--- src/rtl/stad_queue.sv ---
`timescale 1ns / 1ps

module stad_queue #(
    parameter int W     = 8,
    parameter int DEPTH = 4
) (
    input  logic         i_clk,
    input  logic         i_rst_n,
    input  logic         i_push,
    input  logic [W-1:0] i_data,
    input  logic         i_pop,
    output logic [W-1:0] o_data,
    output logic         o_full,
    output logic         o_empty
);
    localparam int AW = (DEPTH > 1) ? $clog2(DEPTH) : 1;

    logic [W-1:0]  r_mem [DEPTH];
    logic [AW-1:0] r_wr, r_rd;
    logic [AW:0]   r_cnt;

    assign o_full  = (r_cnt == (AW+1)'(DEPTH));
    assign o_empty = (r_cnt == '0);
    assign o_data  = r_mem[r_rd];

    always_ff @(posedge i_clk) begin
        if (!i_rst_n) begin
            r_wr  <= '0;
            r_rd  <= '0;
            r_cnt <= '0;
        end else begin
            if (i_push) begin
                r_wr <= (r_wr == AW'(DEPTH-1)) ? '0 : r_wr + 1'b1;
            end
            if (i_pop) begin
                r_rd <= (r_rd == AW'(DEPTH-1)) ? '0 : r_rd + 1'b1;
            end
            if (i_push && !i_pop) begin
                r_cnt <= r_cnt + 1'b1;
            end else if (i_pop && !i_push) begin
                r_cnt <= r_cnt - 1'b1;
            end
        end
    end

    always_ff @(posedge i_clk) begin
        if (i_push) begin
            r_mem[r_wr] <= i_data;
        end
    end

endmodule

--- config.mk ---
export PLATFORM = sky130hd
export DESIGN_NAME = stad_queue
export DESIGN_NICKNAME = d
export VERILOG_FILES = /design/src/rtl/stad_queue.sv
export SDC_FILE = /design/constraint.sdc
export NUM_CORES = 1
export LEC_CHECK = 0
export ABC_AREA = 1
export BUFFER_PORTS_ARGS = -buffer_cell sky130_fd_sc_hd__buf_2
export CAP_MARGIN = 20
export CELL_PAD_IN_SITES_DETAIL_PLACEMENT = 0
export CELL_PAD_IN_SITES_GLOBAL_PLACEMENT = 1
export CORE_AREA = 8 8 68 70
export DETAILED_ROUTE_END_ITERATION = 8
export DIE_AREA = 0 0 76 78
export PLACE_DENSITY_LB_ADDON = 0.1
export SLEW_MARGIN = 25
export SYNTH_ARGS = -nofsm -noshare
export SYNTH_HDL_FRONTEND = slang
export SYNTH_SLANG_ARGS = --single-unit
--- constraint.sdc ---
create_clock -name i_clk -period 2.3 [get_ports i_clk]
set_input_delay 0.69 -clock i_clk [delete_from_list [all_inputs] [get_ports i_clk]]
set_output_delay 0.69 -clock i_clk [all_outputs]
set_load 0.02 [all_outputs]
## After elaboration in Yosys (flattened, before gate mapping)

Memory sizes are Yosys's and may differ from the RTL's. A register that Yosys moved wholly into a read port is not among the register bits.
Index checks and enable logic that the tools add are counted.

- Add/sub/neg operators: 4
- Multiply operators: 0
- Divide/modulo/power cells: 0
- Order comparisons: 0
- Equality and inequality tests: 3
- Shifts and indexed selects: 0
- Muxes and demuxes: 8
- Bitwise logic cells: 0
- Reductions and logical operators: 6

Operator list:

| operator | count |
|---|---|
| two-way mux 2 bit | 4 |
| two-way mux 3 bit | 2 |
| adder 2 x 1 -> 2 bit, second input constant | 2 |
| == test 2 bit, second input constant | 2 |
| adder 3 x 1 -> 3 bit, second input constant | 1 |
| == test 3 bit, second input constant | 1 |
| logical NOT 3 bit | 1 |
| subtractor 3 x 1 -> 3 bit, second input constant | 1 |
| logical AND 1 bit | 2 |
| logical NOT 1 bit | 2 |
| two-way mux 1 bit | 2 |
| nonzero test 2 bit | 1 |

- Flip-flop bits (word level): 7
- Bits in latches: 0
- RAM bits: 32
- Bits in read-only memories: 0
- Bits of input ports: 12
- Output and inout port bits: 10
- Logic and storage cells: 25
- Memories: 1

Memory list:

| name | depth | bits a word | read ports | clocked after Yosys merged registers in | write ports | RTL line | text |
|---|---|---|---|---|---|---|---|
| r_mem | 4 | 8 | 1 | 1 | 1 | 18 | `logic [W-1:0] r_mem [DEPTH];` |

## Logic depth before layout (Yosys ltp)

- Word-level depth: 4
- Gate-level depth with buffers: 10
- Gate-level depth less buffers: 10

## Worst setup path after synthesis

OpenSTA, ideal clock, no wires.

- Path type: input-to-reg
- From: input i_pop
- To: register r_cnt[2]
- Setup time: 0.110 ns
- Arrival time: 1.631 ns
- Required time: 2.190 ns
- Setup slack: 0.559 ns
- Cell stages on the path: 10
- Path buffers: 0
- Cells stage by stage: inv_1 ha_1 inv_1 fa_1 inv_1 nand2_1 nand3_1 nand2_1 inv_1 nor2_1

- Word-level cells in the longest chain between the ends: 3
- Elaborated cells on any way between the ends: 5
- Those cells by class: mux: 1; reduce/logical: 4

Ends and longest elaborated chain:

| what | RTL line | text |
|---|---|---|
| from (decl) | 11 | `input logic i_pop,` |
| logical NOT 1 bit | 38 | `if (i_push && !i_pop) begin` |
| logical AND 1 bit | 38 |  |
| two-way mux 3 bit / nonzero test 2 bit (equally long branches) | n/a |  |
| to (signal assigned) | 39 | `r_cnt <= r_cnt + 1'b1;` |
| to (signal assigned) | 41 | `r_cnt <= r_cnt - 1'b1;` |
| to (decl) | 20 | `logic [AW:0] r_cnt;` |

Several ways; a longest one is shown, not always the timed one.
A chain may end at the register's enable or synchronous reset.

==> impl_results.md <==
- Run status: finished clean
- Sink Count: 41
- Synth Instances: 135
- Cell variety after synth: 19
- Net Count, Synth: 154
- Worst Setup Start Kind: register
- Peak supply drop: 0.364 mV
- Vias in the first global route: 1091
- Initial antenna violation count: 0
- CP max stage delay: 0.39 ns
- Synth warn: 0
- Syn Area/Cell: 12.2 um^2
- Hold Slack: 0.532 ns
- # fillers: 316
- H-Tree Depth: 2
- Sequential cell area fraction in the yosys report: 0.691
- Unrepaired setup endpoints after global routing: false
- First-pass GRT wire length: 4950 um
- Commonest non-fill, non-tap cell in the layout: edfxtp_1
- CTS Buf Count: 5
- Synth Area in Simple Gates: 0.0947
- Final period util: 0.925
- Gr ovfl total: 0
- Port Buffer Count: 21
- DR iter-0 viols: 21
- Worst Path Required: 1.61 ns
- Setup TNS Final: 0 ns
- Mux cell area share after synthesis: 0
- XOR/XNOR share of the synthesized area: 0.00530
- Critical path arrival: 1.44 ns
- Per-cell routed wire length: 13.7 um
- CP max FO: 16
- Register Area: 1140 um^2
- Clock share of power: 0.308
- Final setup fails: 0
- Most frequent cells in the layout: edfxtp_1, nor2_1, buf_2, o21ai_0, inv_1
- Die width: 76 um
- Boundary pin count: 22
- Clock skew: 0.00444 ns
- Drt first pass iters: 4
- CTS root buf: clkbuf_4
- Synth area leader: edfxtp_1
- Die Y: 78 um
- Adder-Cell Fraction of Synth Area: 0.0576
- DP HPWL: 2050 um
- Mapped Area: 1650 um^2
- # nets final: 181
- Final min period: 2.13 ns
- Antenna cells: 0
- Total Wirelength: 2890 um
- Rel. slew slack: 0.741
- Layout cells sized above 1: 0.227
- Max Freq: 0.470 GHz
- Net Sw Power: 383 uW
- Layout Cells excl Fill: 211
- Placed insts: 203
- Worst hold path class: register to register
- Via density: 4.76
- DRC Markers: 0
- WS Path Type: register to output port
- Row cnt: 22
- P_leak: 0.000767 uW
- Clk_lat worst skew: 0.34 ns
- ANT nets after route: 0
- Slowest-stage cell, CP: dfxtp_2
- Power share of the combinational group: 0.130
- Vias: 1005
- Worst Max-Slew Pin Slew: 0.388 ns
- Largest cells by area after synthesis: edfxtp_1, dfxtp_1, nor2_1
- GRT Total Usage: 0.106
- TritonCTS clock tree: built
- Largest net degree at the start of global routing: 17
- Max-cap violations: 0
- Yosys reg bits: 41
- Final Hold Viols: 0
- Reg power frac: 0.562
- Compound-Gate Fraction of Synth Area: 0.102
- CP Capture Type: output port
- Switching share of power: 0.248
- Multi-input gate area: 428 um^2
- DIE AREA: 5930 um^2
- Setup Fix Bufs, Post-CTS: 0
- Pint: 1160 uW
- Final Max Tran Viols: 0
- Core Area: 3550 um^2
- Max clock buf depth: 2
- Power density cells: 814 nW/um^2
- Clock slew at reported path FFs: 0.12 ns
- # hold bufs at CTS: 0
- Initial Utilization: 0.465
- RD Place Congestion: 0.682
- CP Cell Sequence: inv_2 -> nor2_1 -> o22ai_1 -> buf_2
- Yosys top cell area share: 0.582
- Largest family of logic cells by synthesized area: compound AO/OA/AOI/OAI gates
- P&R area growth vs syn: 14.8%
[cells by family after synthesis]
group,count (synthesis)
simple gates,38
flops,41
xor+xnor,1
fa+ha+maj,7
compound gates,30
buf+inv,18
[metal layers]
layer / share of wire / vias up / GRT usage
met3: 0.053 / 5 / 0.0357
met5: 0 / - / 0
met2: 0.52 / 18 / 0.184
li1: - / 522 / -
met4: 0.018 / 0 / 0.0588
met1: 0.41 / 460 / 0.109
[registers in the layout, indices dropped and copies added (netlist names), named ones only]
| name | flops |
|---|---|
| r_mem | 32 |
| r_cnt | 3 |
| r_rd | 2 |
| r_wr | 2 |
[synthesized netlist by cell type]
library cell,number
o21ai_2,2
o22ai_1,8
buf_6,2
edfxtp_1,32
nand2_1,8
nor3_1,4
fa_1,1
o21ai_1,2
nor2_1,22
ha_1,6
inv_1,15
nor2_2,2
o21ai_0,15
nand3_1,1
inv_2,1
a21oi_1,3
dfxtp_1,9
nand4_1,1
xor2_1,1
[power groups by stage]
| stage | sequential [uW] | clock [uW] | combinational (uW) |
|---|---|---|---|
| final | 867 | 474 | 201 |
| after global routing | 873 | 509 | 232 |
| after CTS | 867 | 486 | 207 |
| after detailed placement | 884 | 0 | 207 |
| after global placement | 883 | 0 | 200 |
| after floorplan | 876 | 0 | 142 |
[critical path: cells and delay by family (launching register included)]
family,cells,cell delay (ns)
AOI/OAI and AO/OA,1,0.19
and+or+nand+nor,1,0.07
buffers and inverters,2,0.45
DFF,1,0.39
[area by class of cell]
cell class              instances  share of cell area
flip-flops and latches         41               0.603
multi-input cells              76               0.226
repair buffers                 22              0.0594
clock buffers                   7              0.0462
inverters                      16              0.0317
well taps                      48              0.0317
clock inverters                 1             0.00264
[repair_timing]
action	in CTS	in global routing
hold endpoints to repair	0	0
endpoints found under the setup margin	0	6
resized for setup	0	2
[worst paths after layout]
kind	slack [ns]	start	end	depth (start not counted)
hold / removal	0.53	r_wr[1]	r_wr[1]	2
setup / recovery	0.17	register	o_data[2]	4
setup reg to reg	1.00	r_wr[0]	r_mem[3][6]	3
hold reg to reg	0.53	r_wr[1]	r_wr[1]	2
[stage by stage]
stage / utilization / setup slack, ns / power [uW] / cell area, um^2
detailed placement: 0.507 / 0.331 / 1090 / 1800
global placement: 0.507 / 0.394 / 1080 / 1800
global route: 0.534 / 0.0450 / 1610 / 1900
finish: 0.534 / 0.173 / 1540 / 1900
CTS: 0.533 / 0.0242 / 1560 / 1890
floorplan: - / 0.559 / 1020 / 1650
Power figures use the tool's default switching activity.
