--- config.mk ---
export PLATFORM = sky130hd
export DESIGN_NAME = stad_front
export DESIGN_NICKNAME = d
export VERILOG_FILES = /design/src/rtl/stad_pkg.sv /design/src/rtl/stad_front.sv
export SDC_FILE = /design/constraint.sdc
export NUM_CORES = 1
export LEC_CHECK = 0
export BUFFER_PORTS_ARGS = -buffer_cell sky130_fd_sc_hd__buf_4
export CORE_MARGIN = 4
export CORE_UTILIZATION = 37
export DETAILED_ROUTE_END_ITERATION = 16
export GPL_ROUTABILITY_DRIVEN = 0
export PLACE_DENSITY = 0.76
export SYNTH_ARGS = -nofsm -noshare
export SYNTH_HDL_FRONTEND = slang
export SYNTH_SLANG_ARGS = --single-unit
--- constraint.sdc ---
create_clock -name i_clk -period 2.75 [get_ports i_clk]
set_input_delay 0.825 -clock i_clk [delete_from_list [all_inputs] [get_ports i_clk]]
set_output_delay 0.825 -clock i_clk [all_outputs]
set_load 0.005 [all_outputs]
--- src/rtl/stad_pkg.sv ---
`timescale 1ns / 1ps

package stad_pkg;

    localparam int SLOT_COUNT_DEF  = 1024;
    localparam int QUEUE_DEPTH_DEF = 4;

    localparam logic KIND_REQ  = 1'b0;
    localparam logic KIND_BYTE = 1'b1;

    typedef struct packed {
        logic       kind;
        logic [9:0] slot;
        logic [1:0] access_type;
        logic [7:0] data_byte;
    } t_in;

    typedef enum logic [1:0] {
        ERR_OK     = 2'd0,
        ERR_REPEAT = 2'd1,
        ERR_ORDER  = 2'd2
    } t_err;

    typedef struct packed {
        logic [63:0] address;
        logic [9:0]  out_slot;
        logic [1:0]  out_type;
        t_err        error;
    } t_out;

    typedef struct packed {
        logic [63:0] addr;
        logic [63:0] stride;
        logic [63:0] rep;
    } t_entry;

    typedef enum logic [2:0] {
        PH_IDLE   = 3'd0,
        PH_HEADER = 3'd1,
        PH_OFFSET = 3'd2,
        PH_STRIDE = 3'd3,
        PH_REPEAT = 3'd4
    } t_phase;

    typedef enum logic [2:0] {
        B_CLEAR = 3'd0,
        B_IDLE  = 3'd1,
        B_LOOK  = 3'd2,
        B_SUM   = 3'd3,
        B_FIN   = 3'd4
    } t_bstate;

    typedef struct packed {
        logic clearing;
    } t_bstat;

    function automatic logic [3:0] size_bytes(input logic [1:0] code);
        logic [3:0] n;
        unique case (code)
            2'd0: n = 4'd1;
            2'd1: n = 4'd2;
            2'd2: n = 4'd4;
            default: n = 4'd8;
        endcase
        return n;
    endfunction

endpackage

--- src/rtl/stad_front.sv ---
`timescale 1ns / 1ps

module stad_front #(
    parameter int SLOT_COUNT = stad_pkg::SLOT_COUNT_DEF,
    parameter int IW         = $clog2(SLOT_COUNT)
) (
    input  logic            i_clk,
    input  logic            i_rst_n,
    input  logic            i_valid,
    output logic            o_ready,
    input  stad_pkg::t_in   i_item,
    input  stad_pkg::t_bstat i_stat,
    input  logic            i_full,
    output logic            o_push,
    output stad_pkg::t_in   o_item,
    output logic [IW-1:0]   o_idx
);
    localparam logic [16:0] MUL = 17'((1 << 20) / SLOT_COUNT);

    logic          r_v;
    stad_pkg::t_in r_item;
    logic [9:0]    r_q;
    logic [29:0]   prod;
    logic [26:0]   qc, rem, rem2;

    assign prod    = 30'(i_item.slot) * 30'(MUL);
    assign o_ready = !i_stat.clearing && (!r_v || !i_full);
    assign o_push  = r_v && !i_full;
    assign o_item  = r_item;

    // slot modulo slot count: reciprocal quotient, then one correction
    always_comb begin
        qc   = 27'(r_q) * 27'(SLOT_COUNT);
        rem  = 27'(r_item.slot) - qc;
        rem2 = (rem >= 27'(SLOT_COUNT)) ? rem - 27'(SLOT_COUNT) : rem;
    end
    assign o_idx = rem2[IW-1:0];

    always_ff @(posedge i_clk) begin
        if (!i_rst_n) begin
            r_v <= 1'b0;
        end else if (o_ready) begin
            r_v <= i_valid;
        end
    end

    always_ff @(posedge i_clk) begin
        if (o_ready && i_valid) begin
            r_item <= i_item;
            r_q    <= prod[29:20];
        end
    end

endmodule

Word-level counts from Yosys, hierarchy flattened
Cells that the tools add are included.
Operators by class
  $add $sub $neg: 1
  magnitude comparators: 1
  reduce and logical (&&, ||, !) cells: 7
  muxes and demuxes: 1
Operators by type and width (number)
  $ge A10 B11 Y1 const B: 1
  $mux W10: 1
  $sub A10 B1 Y10 const B: 1
  $logic_and A1 B1 Y1: 3
  $logic_not A1 Y1: 3
  $logic_or A1 B1 Y1: 1
Storage, ports and cells
  register bits: 22
  word-level logic and storage cells: 15

Logic depth before layout (Yosys ltp)
  word-level depth: 4
  depth in mapped cells: 2
  gate-level depth less buffers: 2

Worst setup path before layout
No wires, ideal clock.
  path kind: input port to flip-flop
  start: input port i_stat
  end: register r_item, in the netlist o_item[0], enable pin
  buffers on the path: 0
  library setup time: 0.406 ns
  setup slack: 0.309 ns
  stages: 2
  arrival time: 2.035 ns
  data required time: 2.344 ns
  path through: nand2b_1 a21oi_1
Between the ends
  longest elaborated chain between the ends: 3
RTL lines
  start: declaration: line stad_front.sv:12  | input stad_pkg::t_bstat i_stat,
  $logic_not A1 Y1: line stad_front.sv:27  | assign o_ready = !i_stat.clearing && (!r_v || !i_full);
  $logic_and A1 B1 Y1: line stad_front.sv:27
  $logic_and A1 B1 Y1: line stad_front.sv:48  | if (o_ready && i_valid) begin
  end signal: assignment: line stad_front.sv:49  | r_item <= i_item;
  end: declaration: line stad_front.sv:21  | stad_pkg::t_in r_item;
No other way between the ends.
A chain may end at the register's enable or synchronous reset.

Worst setup path in the final report
  start: input port i_full
  end: output port o_push
Between the ends
  longest elaborated chain between the ends: 2
RTL lines
  start: declaration: line stad_front.sv:13  | input logic i_full,
  $logic_not A1 Y1: line stad_front.sv:28  | assign o_push = r_v && !i_full;
  $logic_and A1 B1 Y1: line stad_front.sv:28
  end: declaration: line stad_front.sv:14  | output logic o_push,
No other way between the ends.

==> summary by stage <==
Worst setup path
The path depth of the worst reg2reg path is 2. In this run the critical register-to-register path is captured at o_item[4]. The startpoint identified for the worst register-to-register timing path is r_v. The worst setup path is captured at an output pin.

The critical path in this run is classified as primary input to output pin. The setup check on the worst reg-to-reg path leaves a slack of ~1.7 ns. STA puts the critical path data arrival time at roughly 1.2 ns. The startpoint type of the worst setup path is a primary input.

The required time at the worst-slack endpoint is slightly below 2 ns. The maximum fanout encountered on the critical timing path is 4.

Synth
By area the synthesized netlist is led by edfxtp_1, buf_4, dfxtp_1. The distinct cell type count of the synthesized netlist is 8. The top-area cell type share of the netlist area is 0.828.

The yosys synthesis warning count is 0. The synthesized design contains 22 register bits. The net count after synthesis is 64.

The biggest area contributor in the post-synthesis netlist is edfxtp_1. Synthesis produced a netlist whose cell count is 38. For this run, the register share of the synthesized area comes to 0.854. The mapped netlist covers 762 sq um.

The post-synthesis average cell area is about 20 sq um.

Final layout
The number of antenna cells inserted is 0. The number of fillers in the final layout is roughly 160. The area of the multi-input gates is approximately 40 sq um. The most frequent standard cell in the layout excluding fill and tap cells is buf_4. The final layout contains 118 nets. In the layout the commonest cells are buf_4, edfxtp_1, clkbuf_4.

Summing all non-filler instances in the final layout gives an area of approximately 1200 sq um. The fraction of final layout cells sized beyond drive strength 1 is 0.692. The area growth from synthesis to layout is 56.6%. The area of all sequential standard cells is between 600 and 700 sq um.

Clock tree
The CTS sink count is 22. In this run the post-CTS setup repair buffer count came out at 0. The worst-skew pair later-pin latency is approximately 0.29 ns.

The number of CTS-inserted buffers is 3. The cell at the root of the clock tree is clkbuf_4. After clock tree synthesis, the clock-pin slew on the worst setup and hold paths is roughly 0.10 ns. The clock tree from TritonCTS is done. In this run the number of H-tree levels came out at 1. The number of hold buffers added after CTS was 0. The clock passes through at most 2 buffers.

The count of instances resized after the clock tree is built is 0.

STA
The clock period minus final worst setup slack is just over 2 ns. The worst max-slew margin expressed relative to the limit is 0.828. The clock tree skew after final layout is roughly 0.0058 ns. In the finished design, the share of the clock period the worst path needs comes to 0.745. Hold is met by about 0.53 ns. Setup repair after global routing left no endpoint under its margin. The final count of hold timing violations is 0. The post-route setup TNS is 0 ns.

The transition time of the tightest slew-check pin is roughly 0.26 ns. The setup violation total in the final timing report is 0. The maximum operating frequency is 488 MHz.

The final max-slew violation count was 0.

Global routing
The global router's overall resource usage is 0.0901. The wire length of the first global-routing pass is ~1800 microns. The number of global-route vias before repair came to 397. Entering global routing, the biggest net connects 22 pins. After global routing the overflow that remains totals 0. The initial antenna violation count was 0.

Power
Power spread over the standard cell area amounts to around 500 nW/um^2. The worst vdd rail ir drop is between 0.0002 and 0.0003 V. After layout, the design draws a total of 0.599 mW. The analysis attributes to cell leakage a power of approximately 0.52 nW.

Floorplanning
The cell row count is 16. The initial core utilization is 0.388. The die covers 2850 sq um. The floorplan die width is roughly 53 microns. During I/O placement, the number of pins put on the boundary was between 50 and 60. The placeable core region is around 2000 sq um. The floorplan step set the die height to approximately 53 microns.

Flow run
The max capacitance violation total is 0.

Routing
In the final routed layout, each cell accounts on average for about 12 microns. The final wirelength is approximately 1400 microns. The count of vias placed by the detailed router is roughly 490.

The detailed-route DRC error count is 0. The initial DRC count is 3. The average vias per placed instance is around 4.2. The remaining antenna violation count is 0.

The first detailed-routing pass took 2 iterations.

Outcome
The flow ran to the end, and the final reports show no timing, DRC or antenna violations.

Hold path
The kind of path behind the tightest hold check is flip-flop to flip-flop. The worst hold path passes through 2 cells. The endpoint with the worst hold slack is r_v. The startpoint identified for the worst hold timing path is r_v.

Placement
Summing all placed instances gives a cell area of ~1200 sq um. During placement, the flow inserted port buffers numbering slightly below 60.
==> synthesized netlist by cell type <==
cell type	count
a21boi_1	1
a21oi_1	2
and2b_1	1
buf_4	10
dfxtp_1	1
edfxtp_1	21
nand2b_1	1
o21ai_1	1
==> power by group <==
| part | internal (mW) | total (mW) | switching, mW |
|---|---|---|---|
| Clock | 0.0563 | 0.139 | 0.0825 |
| Sequential | 0.384 | 0.389 | 0.00540 |
| Combinational | 0.0478 | 0.0704 | 0.0226 |
| Total | 0.488 | 0.599 | 0.111 |
==> layer usage <==
| metal | global-route usage | vias up | share of wire |
|---|---|---|---|
| li1 | - | 236 | - |
| met1 | 0.0993 | 221 | 0.36 |
| met2 | 0.147 | 37 | 0.49 |
| met3 | 0.0423 | 0 | 0.15 |
| met4 | 0.0383 | 0 | 0 |
| met5 | 0 | - | 0 |
==> worst max-delay path, stage by stage <==
cell and delay [ns]:
buf_4 0.12, and2b_1 0.18, buf_4 0.10
==> worst max path at each step <==
| stage | start | end | slack (ns) | cells past startpoint |
|---|---|---|---|---|
| floorplan | i_stat | o_item[0] | 0.31 | 2 |
| global placement | i_full | o_push | 0.70 | 3 |
| detailed placement | i_full | o_push | 0.70 | 3 |
| CTS | i_full | o_push | 0.70 | 3 |
| global route | i_full | o_ready | 0.67 | 3 |
| finish | i_full | o_push | 0.70 | 3 |
==> state kept, by name (all words and copies together) (netlist names) <==
name    count
r_v         1
o_item     21
==> cell families after synthesis <==
family | share of synthesized area
AOI/OAI and AO/OA | 0.0296
DFF | 0.854
buffers and inverters | 0.0985
and+or+nand+nor | 0.0181
==> through the flow <==
stage | instances | util | worst slack (ns)
after floorplan | 38 | - | 0.309
after global placement | 114 | 0.595 | 0.701
after detailed placement | 114 | 0.595 | 0.701
after CTS | 118 | 0.608 | 0.701
after global routing | 118 | 0.608 | 0.666
final | 118 | 0.608 | 0.701
==> area by class of cell <==
type                            instances  area share
Tap cell                               27      0.0283
Sequential cell                        22       0.545
Clock buffer                            4      0.0220
Multi-Input combinational cell          6      0.0335
Timing Repair Buffer                   59       0.371
(Power assumes the default switching activity.)
